--- config.mk ---
export PLATFORM = sky130hd
export DESIGN_NAME = bresenham_line_rasterizer_core
export DESIGN_NICKNAME = d
export VERILOG_FILES = /design/src/hdl/blr_pkg.sv /design/src/hdl/bresenham_line_rasterizer_core.sv /design/src/hdl/blr_front.sv /design/src/hdl/blr_queue.sv /design/src/hdl/blr_walk.sv
export SDC_FILE = /design/constraint.sdc
export NUM_CORES = 1
export LEC_CHECK = 0
export BUFFER_PORTS_ARGS = -buffer_cell sky130_fd_sc_hd__buf_2
export CAP_MARGIN = 40
export CORE_MARGIN = 10
export CORE_UTILIZATION = 60
export CTS_CLUSTER_DIAMETER = 200
export DETAILED_ROUTE_END_ITERATION = 8
export PLACE_DENSITY = 0.75
export SETUP_SLACK_MARGIN = 0.1
export SYNTH_ARGS = -nofsm -noshare
export SYNTH_HDL_FRONTEND = slang
export SYNTH_HIERARCHICAL = 1
export SYNTH_SLANG_ARGS = --single-unit
--- constraint.sdc ---
create_clock -name clk -period 17.45 [get_ports clk]
set_input_delay 0.8725 -clock clk [delete_from_list [all_inputs] [get_ports clk]]
set_output_delay 0.8725 -clock clk [all_outputs]
set_load 0.03 [all_outputs]
--- src/hdl/blr_pkg.sv ---
// Shared types and constants for the line rasterizer.
package blr_pkg;

  localparam int COORD_BITS  = 12;
  localparam int COLOR_BITS  = 32;
  // The error term stays within plus or minus 2 * 2^COORD_BITS.
  localparam int ERR_BITS    = COORD_BITS + 3;
  localparam int QUEUE_DEPTH = 2;

  typedef enum logic {
    OP_START = 1'b0,
    OP_STEP  = 1'b1
  } op_t;

  typedef struct packed {
    op_t                   operation;
    logic [COORD_BITS-1:0] start_x;
    logic [COORD_BITS-1:0] start_y;
    logic [COORD_BITS-1:0] end_x;
    logic [COORD_BITS-1:0] end_y;
    logic [COLOR_BITS-1:0] draw_color;
  } in_item_t;

  typedef struct packed {
    logic [COORD_BITS-1:0] pixel_x;
    logic [COORD_BITS-1:0] pixel_y;
    logic [COLOR_BITS-1:0] pixel_value;
    logic                  last_pixel;
  } out_item_t;

  // Classified command handed from the front end to the walker.
  typedef struct packed {
    op_t                   op;
    logic [COORD_BITS-1:0] x1;
    logic [COORD_BITS-1:0] y1;
    logic [COORD_BITS-1:0] x2;
    logic [COORD_BITS-1:0] y2;
    logic [COORD_BITS-1:0] abs_dx;
    logic [COORD_BITS-1:0] abs_dy;
    logic                  dx_neg;
    logic                  dy_neg;
    logic                  minor_up;
    logic [COLOR_BITS-1:0] color;
  } cmd_t;

endpackage

--- src/hdl/bresenham_line_rasterizer_core.sv ---
// Top level of the line rasterizer: front end, command queue and walker.
//
// Input channel (in_valid, in_ready, in_data): one beat per command. A start
// beat (operation 0) loads two endpoints and a colour and yields the first
// pixel of the line; a step beat (operation 1) yields the next pixel. A step
// beat while no line is active is consumed and yields nothing. A start beat
// during a line drops that line.
// Output channel (out_valid, out_ready, out_data): one beat per pixel, with
// last_pixel set on the final pixel of the line.
// A command beat passes the front register, the queue and the output
// register before its pixel is presented. Throughput is one command and
// one pixel per cycle while the output does not stall; each walker step is
// one error update and one end compare. A stall on the output holds the
// output register; the two-entry queue and the front register keep taking
// input beats until all three are full, then in_ready drops.
// Reset (rst_n low at a clock edge) empties the queue and the output
// register and leaves no line active.
module bresenham_line_rasterizer_core #(
  parameter int QUEUE_DEPTH = blr_pkg::QUEUE_DEPTH
) (
  input  logic               clk,
  input  logic               rst_n,
  input  logic               in_valid,
  output logic               in_ready,
  input  blr_pkg::in_item_t  in_data,
  output logic               out_valid,
  input  logic               out_ready,
  output blr_pkg::out_item_t out_data
);

  logic          f_valid;
  logic          f_ready;
  blr_pkg::cmd_t f_cmd;
  logic          q_valid;
  logic          q_ready;
  blr_pkg::cmd_t q_cmd;

  blr_front u_front (
    .clk       (clk),
    .rst_n     (rst_n),
    .in_valid  (in_valid),
    .in_ready  (in_ready),
    .in_data   (in_data),
    .cmd_valid (f_valid),
    .cmd_ready (f_ready),
    .cmd_data  (f_cmd)
  );

  blr_queue #(
    .DEPTH (QUEUE_DEPTH)
  ) u_queue (
    .clk        (clk),
    .rst_n      (rst_n),
    .push_valid (f_valid),
    .push_ready (f_ready),
    .push_data  (f_cmd),
    .pop_valid  (q_valid),
    .pop_ready  (q_ready),
    .pop_data   (q_cmd)
  );

  blr_walk u_walk (
    .clk       (clk),
    .rst_n     (rst_n),
    .cmd_valid (q_valid),
    .cmd_ready (q_ready),
    .cmd_data  (q_cmd),
    .out_valid (out_valid),
    .out_ready (out_ready),
    .out_data  (out_data)
  );

endmodule

--- src/hdl/blr_front.sv ---
// Front end: accepts input beats, works out the line deltas and registers a command.
module blr_front (
  input  logic             clk,
  input  logic             rst_n,
  input  logic             in_valid,
  output logic             in_ready,
  input  blr_pkg::in_item_t in_data,
  output logic             cmd_valid,
  input  logic             cmd_ready,
  output blr_pkg::cmd_t    cmd_data
);

  localparam int CB = blr_pkg::COORD_BITS;

  logic          valid_r;
  blr_pkg::cmd_t cmd_r;
  blr_pkg::cmd_t cmd_nxt;
  logic [CB:0]   dx;
  logic [CB:0]   dy;
  logic [CB:0]   dx_mag;
  logic [CB:0]   dy_mag;
  logic          dx_zero;
  logic          dy_zero;

  always_comb begin
    dx      = {1'b0, in_data.end_x} - {1'b0, in_data.start_x};
    dy      = {1'b0, in_data.end_y} - {1'b0, in_data.start_y};
    dx_mag  = dx[CB] ? (~dx + {{CB{1'b0}}, 1'b1}) : dx;
    dy_mag  = dy[CB] ? (~dy + {{CB{1'b0}}, 1'b1}) : dy;
    dx_zero = (dx == '0);
    dy_zero = (dy == '0);

    cmd_nxt.op       = in_data.operation;
    cmd_nxt.x1       = in_data.start_x;
    cmd_nxt.y1       = in_data.start_y;
    cmd_nxt.x2       = in_data.end_x;
    cmd_nxt.y2       = in_data.end_y;
    cmd_nxt.abs_dx   = dx_mag[CB-1:0];
    cmd_nxt.abs_dy   = dy_mag[CB-1:0];
    cmd_nxt.dx_neg   = dx[CB];
    cmd_nxt.dy_neg   = dy[CB];
    // The minor axis moves up only when both deltas share a strict sign.
    cmd_nxt.minor_up = (dx[CB] && dy[CB]) ||
                       (!dx[CB] && !dx_zero && !dy[CB] && !dy_zero);
    cmd_nxt.color    = in_data.draw_color;
  end

  assign in_ready  = !valid_r || cmd_ready;
  assign cmd_valid = valid_r;
  assign cmd_data  = cmd_r;

  always_ff @(posedge clk) begin
    if (!rst_n) begin
      valid_r <= 1'b0;
    end else if (in_ready) begin
      valid_r <= in_valid;
    end
  end

  always_ff @(posedge clk) begin
    if (in_valid && in_ready) begin
      cmd_r <= cmd_nxt;
    end
  end

endmodule

--- src/hdl/blr_queue.sv ---
// Short command queue between the front end and the walker.
module blr_queue #(
  parameter int DEPTH = blr_pkg::QUEUE_DEPTH
) (
  input  logic          clk,
  input  logic          rst_n,
  input  logic          push_valid,
  output logic          push_ready,
  input  blr_pkg::cmd_t push_data,
  output logic          pop_valid,
  input  logic          pop_ready,
  output blr_pkg::cmd_t pop_data
);

  localparam int PW = (DEPTH > 1) ? $clog2(DEPTH) : 1;
  localparam int CW = $clog2(DEPTH + 1);
  localparam logic [PW-1:0] LAST_PTR  = PW'(DEPTH - 1);
  localparam logic [CW-1:0] FULL_CNT  = CW'(DEPTH);

  blr_pkg::cmd_t mem [DEPTH];
  logic [PW-1:0] wr_ptr_r;
  logic [PW-1:0] rd_ptr_r;
  logic [CW-1:0] count_r;
  logic          do_push;
  logic          do_pop;

  assign push_ready = (count_r != FULL_CNT);
  assign pop_valid  = (count_r != '0);
  assign pop_data   = mem[rd_ptr_r];
  assign do_push    = push_valid && push_ready;
  assign do_pop     = pop_valid && pop_ready;

  always_ff @(posedge clk) begin
    if (!rst_n) begin
      wr_ptr_r <= '0;
      rd_ptr_r <= '0;
      count_r  <= '0;
    end else begin
      if (do_push) begin
        wr_ptr_r <= (wr_ptr_r == LAST_PTR) ? '0 : wr_ptr_r + 1'b1;
      end
      if (do_pop) begin
        rd_ptr_r <= (rd_ptr_r == LAST_PTR) ? '0 : rd_ptr_r + 1'b1;
      end
      if (do_push && !do_pop) begin
        count_r <= count_r + 1'b1;
      end else if (do_pop && !do_push) begin
        count_r <= count_r - 1'b1;
      end
    end
  end

  always_ff @(posedge clk) begin
    if (do_push) begin
      mem[wr_ptr_r] <= push_data;
    end
  end

  a_count_bound: assert property (@(posedge clk) disable iff (!rst_n)
    count_r <= FULL_CNT)
    else $error("queue fill count beyond depth");

endmodule

--- src/hdl/blr_walk.sv ---
// Back end: holds the line state, steps the error term and registers each pixel.
module blr_walk (
  input  logic               clk,
  input  logic               rst_n,
  input  logic               cmd_valid,
  output logic               cmd_ready,
  input  blr_pkg::cmd_t      cmd_data,
  output logic               out_valid,
  input  logic               out_ready,
  output blr_pkg::out_item_t out_data
);

  localparam int CB = blr_pkg::COORD_BITS;
  localparam int EB = blr_pkg::ERR_BITS;
  localparam logic signed [EB-1:0] ERR_LIM = EB'(2 ** (CB + 1));

  logic                     busy_r;
  logic                     major_x_r;
  logic                     minor_up_r;
  logic [CB-1:0]            cur_x_r;
  logic [CB-1:0]            cur_y_r;
  logic [CB-1:0]            major_end_r;
  logic signed [EB-1:0]     inc_keep_r;
  logic signed [EB-1:0]     inc_move_r;
  logic signed [EB-1:0]     err_r;
  logic [blr_pkg::COLOR_BITS-1:0] color_r;
  logic                     out_valid_r;
  blr_pkg::out_item_t       out_r;

  logic                     advance;
  logic                     pop;
  logic                     is_start;

  // Start set-up.
  logic                     s_major_x;
  logic                     s_from_first;
  logic [CB-1:0]            s_maj_abs;
  logic [CB-1:0]            s_min_abs;
  logic [CB-1:0]            s_x;
  logic [CB-1:0]            s_y;
  logic [CB-1:0]            s_end;
  logic signed [EB-1:0]     s_keep;
  logic signed [EB-1:0]     s_move;
  logic signed [EB-1:0]     s_err;
  logic                     s_last;

  // One step of the walk.
  logic                     t_move;
  logic [CB-1:0]            t_minor_delta;
  logic [CB-1:0]            t_x;
  logic [CB-1:0]            t_y;
  logic signed [EB-1:0]     t_err;
  logic                     t_last;

  assign advance   = !out_valid_r || out_ready;
  assign cmd_ready = advance;
  assign pop       = cmd_valid && advance;
  assign is_start  = (cmd_data.op == blr_pkg::OP_START);

  always_comb begin
    s_major_x    = (cmd_data.abs_dy <= cmd_data.abs_dx);
    s_maj_abs    = s_major_x ? cmd_data.abs_dx : cmd_data.abs_dy;
    s_min_abs    = s_major_x ? cmd_data.abs_dy : cmd_data.abs_dx;
    s_from_first = s_major_x ? !cmd_data.dx_neg : !cmd_data.dy_neg;
    s_x          = s_from_first ? cmd_data.x1 : cmd_data.x2;
    s_y          = s_from_first ? cmd_data.y1 : cmd_data.y2;
    if (s_major_x) begin
      s_end = s_from_first ? cmd_data.x2 : cmd_data.x1;
    end else begin
      s_end = s_from_first ? cmd_data.y2 : cmd_data.y1;
    end
    s_keep = $signed({2'b00, s_min_abs, 1'b0});
    s_move = s_keep - $signed({2'b00, s_maj_abs, 1'b0});
    s_err  = s_keep - $signed({3'b000, s_maj_abs});
    // The walk starts at the smaller major end, so it is over at once
    // exactly when the major delta is zero.
    s_last = (s_maj_abs == '0);
  end

  always_comb begin
    // x-major moves the minor axis on a non-negative error, y-major only on
    // a strictly positive one.
    t_move        = !err_r[EB-1] && (major_x_r || (err_r != '0));
    t_minor_delta = minor_up_r ? CB'(1) : {CB{1'b1}};
    t_err         = t_move ? (err_r + inc_move_r) : (err_r + inc_keep_r);
    if (major_x_r) begin
      t_x    = cur_x_r + CB'(1);
      t_y    = t_move ? (cur_y_r + t_minor_delta) : cur_y_r;
      t_last = (t_x == major_end_r);
    end else begin
      t_y    = cur_y_r + CB'(1);
      t_x    = t_move ? (cur_x_r + t_minor_delta) : cur_x_r;
      t_last = (t_y == major_end_r);
    end
  end

  always_ff @(posedge clk) begin
    if (!rst_n) begin
      busy_r      <= 1'b0;
      out_valid_r <= 1'b0;
    end else begin
      if (advance) begin
        out_valid_r <= pop && (is_start || busy_r);
      end
      if (pop) begin
        if (is_start) begin
          busy_r <= !s_last;
        end else if (busy_r) begin
          busy_r <= !t_last;
        end
      end
    end
  end

  always_ff @(posedge clk) begin
    if (pop) begin
      if (is_start) begin
        major_x_r         <= s_major_x;
        minor_up_r        <= cmd_data.minor_up;
        cur_x_r           <= s_x;
        cur_y_r           <= s_y;
        major_end_r       <= s_end;
        inc_keep_r        <= s_keep;
        inc_move_r        <= s_move;
        err_r             <= s_err;
        color_r           <= cmd_data.color;
        out_r.pixel_x     <= s_x;
        out_r.pixel_y     <= s_y;
        out_r.pixel_value <= cmd_data.color;
        out_r.last_pixel  <= s_last;
      end else if (busy_r) begin
        cur_x_r           <= t_x;
        cur_y_r           <= t_y;
        err_r             <= t_err;
        out_r.pixel_x     <= t_x;
        out_r.pixel_y     <= t_y;
        out_r.pixel_value <= color_r;
        out_r.last_pixel  <= t_last;
      end
    end
  end

  assign out_valid = out_valid_r;
  assign out_data  = out_r;

  a_pixel_from_cmd: assert property (@(posedge clk) disable iff (!rst_n)
    $rose(out_valid_r) |-> $past(pop))
    else $error("pixel appeared without a command being taken");

  a_busy_short_of_end: assert property (@(posedge clk) disable iff (!rst_n)
    busy_r |-> ((major_x_r ? cur_x_r : cur_y_r) != major_end_r))
    else $error("line still active at its far end");

  a_err_bounded: assert property (@(posedge clk) disable iff (!rst_n)
    busy_r |-> (err_r <= ERR_LIM && err_r >= -ERR_LIM))
    else $error("error term out of range");

endmodule
# == Word level (Yosys, flattened, before mapping) ==
# Memory sizes are Yosys's and may differ from the RTL's. A register that Yosys moved wholly into a read port is not among the register bits.
# Cells that the tools add are included.
# totals
regBits,284
mem_bits_rw,216
input_bits,85
output_inout_bits,59
elab_cells,127
mem_count,1
# memory_table
name,words,width,read_ports,rd_clocked_by_memory_dff,write_ports,line,source
u_queue.mem,2,108,1,1,1,blr_queue.sv:20,blr_pkg::cmd_t mem [DEPTH];
# classes
addsub,16
n_lt_le_gt_ge,1
eq_ne,4
muxes,35
n_bitwise,3
reduce_logical,37
# op_table
cell,n
$mux 12,18
$mux 57,2
$add 12x1->12 const B,4
$mux 15,3
$logic_not 13->1,2
$sub 12x12->13,2
$add 12x12->12,2
$eq 12x12->1,2
$not 12->12,2
$add 15x14->15,1
$add 15x15->15,1
$reduce_bool 15->1,1
$sub 13x12->14,1
$sub 13x13->14,1
$logic_not 1->1,13
$le 12x12->1,1
$logic_not 12->1,1
$logic_and 1x1->1,11
$mux 1,10
$logic_or 1x1->1,5
$mux 2,2
$ne 2x2->1 const B,2
$reduce_and 2->1,2
$reduce_bool 2->1,2
other kinds (4),5

# == Longest topological paths before layout ==
# logic_depth
ltp_word,7
mapped_depth,27
mapped_depth_nobuf,20

# == Cells and area by module ==
# The synthesis kept the hierarchy.
# by_module_without_submodules
module,instances,cells_each,area_per_inst_um2,seq_area_each_um2
blr_walk,1,1002,10113.4,4334.2
blr_queue,1,360,8105.3,6586.3
blr_front,1,377,5123.7,3263.1

# == Worst setup path before layout ==
# OpenSTA, ideal clock, no wires.
# synth_path
path_type,register -> register
start,register with a tool-made name
end,"register u_walk.err_r[11], data pin"
setup_time_ps,257
arrival_time_ps,5361
required_time_ps,17193
slack_ps,11832
stages_incl_launch_ff,26
n_path_buf,8
period_less_slack_ps,5618
cell_sequence,dfxtp_1 > buf_6 > buf_2 > mux2_2 > clkbuf_1 > inv_1 > ha_1 > a21oi_1 > a2111oi_4 > o21a_4 > buf_2 > buf_2 > buf_2 > buf_2 > buf_1 > nor2_1 > a21oi_1 > ha_1 > and3_1 > o211ai_1 > o211ai_1 > a221oi_2 > o221ai_1 > a41oi_1 > mux2i_1 > nand2_1
# synth_lines
item,line,source
to (signal assigned),blr_walk.sv:125,err_r <= s_err;
to (signal assigned),blr_walk.sv:134,err_r <= t_err;
to (decl),blr_walk.sv:25,logic signed [EB-1:0] err_r;

==> metrics.yaml <==
clock_network:
  cts_setup_buffers: 0
  insertion_delay_ps: 590
  cts_root_buf: "clkbuf_16"
  cts_buffer_depth: 3
  ctsHtreeMaxLevel: 2
  cts_sinks: 475
  cts_resized: 0
  path_clk_slew_ps: 60
  numCtsBuffers: 47
  cts_hold_buf: 0
  cts_tree: "yes"
yosys:
  synth_seq_cells: 475
  syn_area_um2: 23300
  synth_edf_count: 467
  ys_warn_count: 6
  synthesis.nets: 1910
  ys_async_sr_fraction_pct: 0
  syn_inst: 1739
  synth_top_area_share_pct: 60.1
  synth.largest_area_cell: "edfxtp_1"
  avgSynthCellArea_um2: 13.4
  ys.flop_type: "edfxtp_1"
  ys_types: 96
  ys_seq_area_share_pct: 60.8
  synth_area_leaders: "edfxtp_1, mux2_2, ha_1"
final_layout:
  diodes: 0
  final_cell_mix: "edfxtp_1, buf_2, mux2_2"
  area_growth_pct: 12.1
  fin_nets: 2058
  final_area_um2: 26200
  drive_gt1_share_pct: 22.0
  layout_commonest_cell: "edfxtp_1"
routing:
  wl_per_cell_um: 21.2
  ant_nets: 0
  drt_iter0_drc: 1154
  drc: 0
  via_per_inst: 5.86
  vias: 14300
  drt-total-wl_um: 51800
  drt_first_pass_iters: 5
worst_setup_path:
  critPathSlowestCell: "buf_4"
  max_stage_delay_ps: 760
  start_kind: "register"
  critical_path.max_fanout: 60
  cp.required_ps: 17790
  crit_arrival_ps: 7530
  cp_cell_sequence: "buf_4 -> mux2_2 -> ha_1 -> a211oi_2 -> o21bai_1 -> or3_1 -> o21a_4 -> clkinv_2 -> o21ai_0 -> ha_1 -> and3_1 -> o211ai_1 -> o211ai_1 -> a221oi_2 -> o221ai_1 -> a41oi_1 -> mux2i_1 -> nand2_1"
  criticalPathCategory: "register to register"
  worst_setup_path_end_kind: "register"
run_status:
  status: "finished clean"
timing:
  relSlewSlack_pct: 43.0
  period_needed_ps: 7200
  worst_slew_pin_slew_ps: 855
  setup_tns_ps: 0
  finalCritPeriodShare_pct: 41.2
  hold_viol: 0
  skew_ps: 33.7
  slew_violations: 0
  rsz0062_at_grt: "false"
  fin_ws_ps: 10250
  setup_viol: 0
  fmax_mhz: 139
placed_design:
  gp_congestion: 0.920
  dp_hpwl_um: 37000
  portBuffers: 143
  dp_slack_ps: 10230
  place_area_um2: 24600
hold_path:
  hp-start: "u_front/cmd_data[86]"
  hp-class: "register to register"
grt:
  antenna_found_initial: 0
  grt_max_degree: 63
  grt_pass1_vias: 14000
  grt_usage_pct: 21.6
  grt-ovfl-total: 0
  grt_pass1_wl_um: 79500
power:
  ir_worst_vdd_v: 0.0000964
  leakagePower_nw: 9.74
  p_per_area_nw_per_um2: 189
floorplanning:
  die_w_um: 217
  die_area_um2: 47200
  die_y_um: 217
  coreArea_um2: 38600
  pin_count: 144
  start_util_pct: 60.5
  rows: 72
job:
  drv_cap: 0
==> synthesized netlist by cell type, drive strengths merged, types with 12 or more instances <==
cell      n
a211oi   22
a21o     16
a21oi    89
a31oi    18
and2     12
and3     13
buf      31
clkbuf   27
edfxtp  467
ha       80
inv      94
mux2    143
mux2i    55
nand2   114
nand2b   12
nand3    27
nand4    14
nor2     93
nor2b    31
nor3     22
o21ai    76
o22ai    12
xnor2    78
xor2     39
==> sequential cells by signal, indices dropped and copies added, names as in the netlist, named ones only <==
signal	cells
u_walk/out_valid	1
u_walk/out_data	33
u_walk/major_x_r	1
u_walk/busy_r	1
u_walk/cur_y_r	12
u_walk/err_r	15
u_queue/wr_ptr_r	1
u_queue/rd_ptr_r	1
u_walk/cur_x_r	12
u_walk/inc_keep_r	12
u_queue/mem	216
u_front/cmd_data	108
u_walk/minor_up_r	1
u_walk/major_end_r	12
u_walk/inc_move_r	13
u_queue/count_r	2
u_front/cmd_valid	1
u_walk/color_r	32
==> worst paths after layout <==
kind	end	slack [ps]	depth (start not counted)
hold reg to reg	u_queue/mem[1][86]	430	0
setup / recovery	u_walk/err_r[11]	10250	18
hold / removal	u_queue/mem[1][86]	430	0
setup reg to reg	u_walk/err_r[11]	10250	18
==> per-stage QoR <==
stage,util [%],instances,power (W),hold slack (ps)
after floorplan,-,1739,0.00335,421
after global placement,63.6,2354,0.00385,422
after detailed placement,63.8,2356,0.00390,429
after CTS,67.9,2442,0.00495,423
after global routing,67.9,2442,0.00523,433
final,67.9,2442,0.00494,434
==> critical path, delay by kind of cell (launching register included) <==
family / cells / cell delay [ps]
adders and majority gates: 2 / 770
buffers and inverters: 2 / 1480
muxes: 2 / 720
AOI/OAI and AO/OA: 9 / 2810
and+or+nand+nor: 3 / 500
DFF: 1 / 600
==> cells by family (layout without fill, tap and decap cells) <==
family / Yosys count / count (layout) / synth area share (%)
buffers and inverters: 153 / 338 / 2.74
adder cells (fa/ha/maj): 92 / 92 / 5.06
AND/OR/NAND/NOR: 386 / 386 / 8.20
multiplexers: 199 / 199 / 9.73
XOR/XNOR: 117 / 117 / 4.45
flip-flops: 475 / 475 / 60.8
AO/OA/AOI/OAI: 317 / 317 / 9.05
==> where the power goes <==
group          internal, W  switching [W]  leakage [nW]
sequential         0.00159       0.000113          4.43
combinational     0.000854        0.00135          4.54
clock             0.000609       0.000421         0.771
total              0.00306        0.00188          9.74
==> final cells by class <==
type	count	area, µm²
flip-flops and latches	475	14200
fillers	2799	12400
multi-input cells	1111	8540
clock buffers	52	1220
repair buffers	157	846
well taps	518	648
clock inverters	34	377
inverters	95	363
==> routing by layer <==
layer | track usage (%) | up-vias | share of wire [%]
met3 | 3.97 | 66 | 6.9
met1 | 31.3 | 6954 | 46
met4 | 7.18 | 0 | 2.4
met2 | 32.3 | 462 | 45
li1 | - | 6832 | -
met5 | 0 | - | 0
No activity file was read; power rests on OpenSTA's default activity.
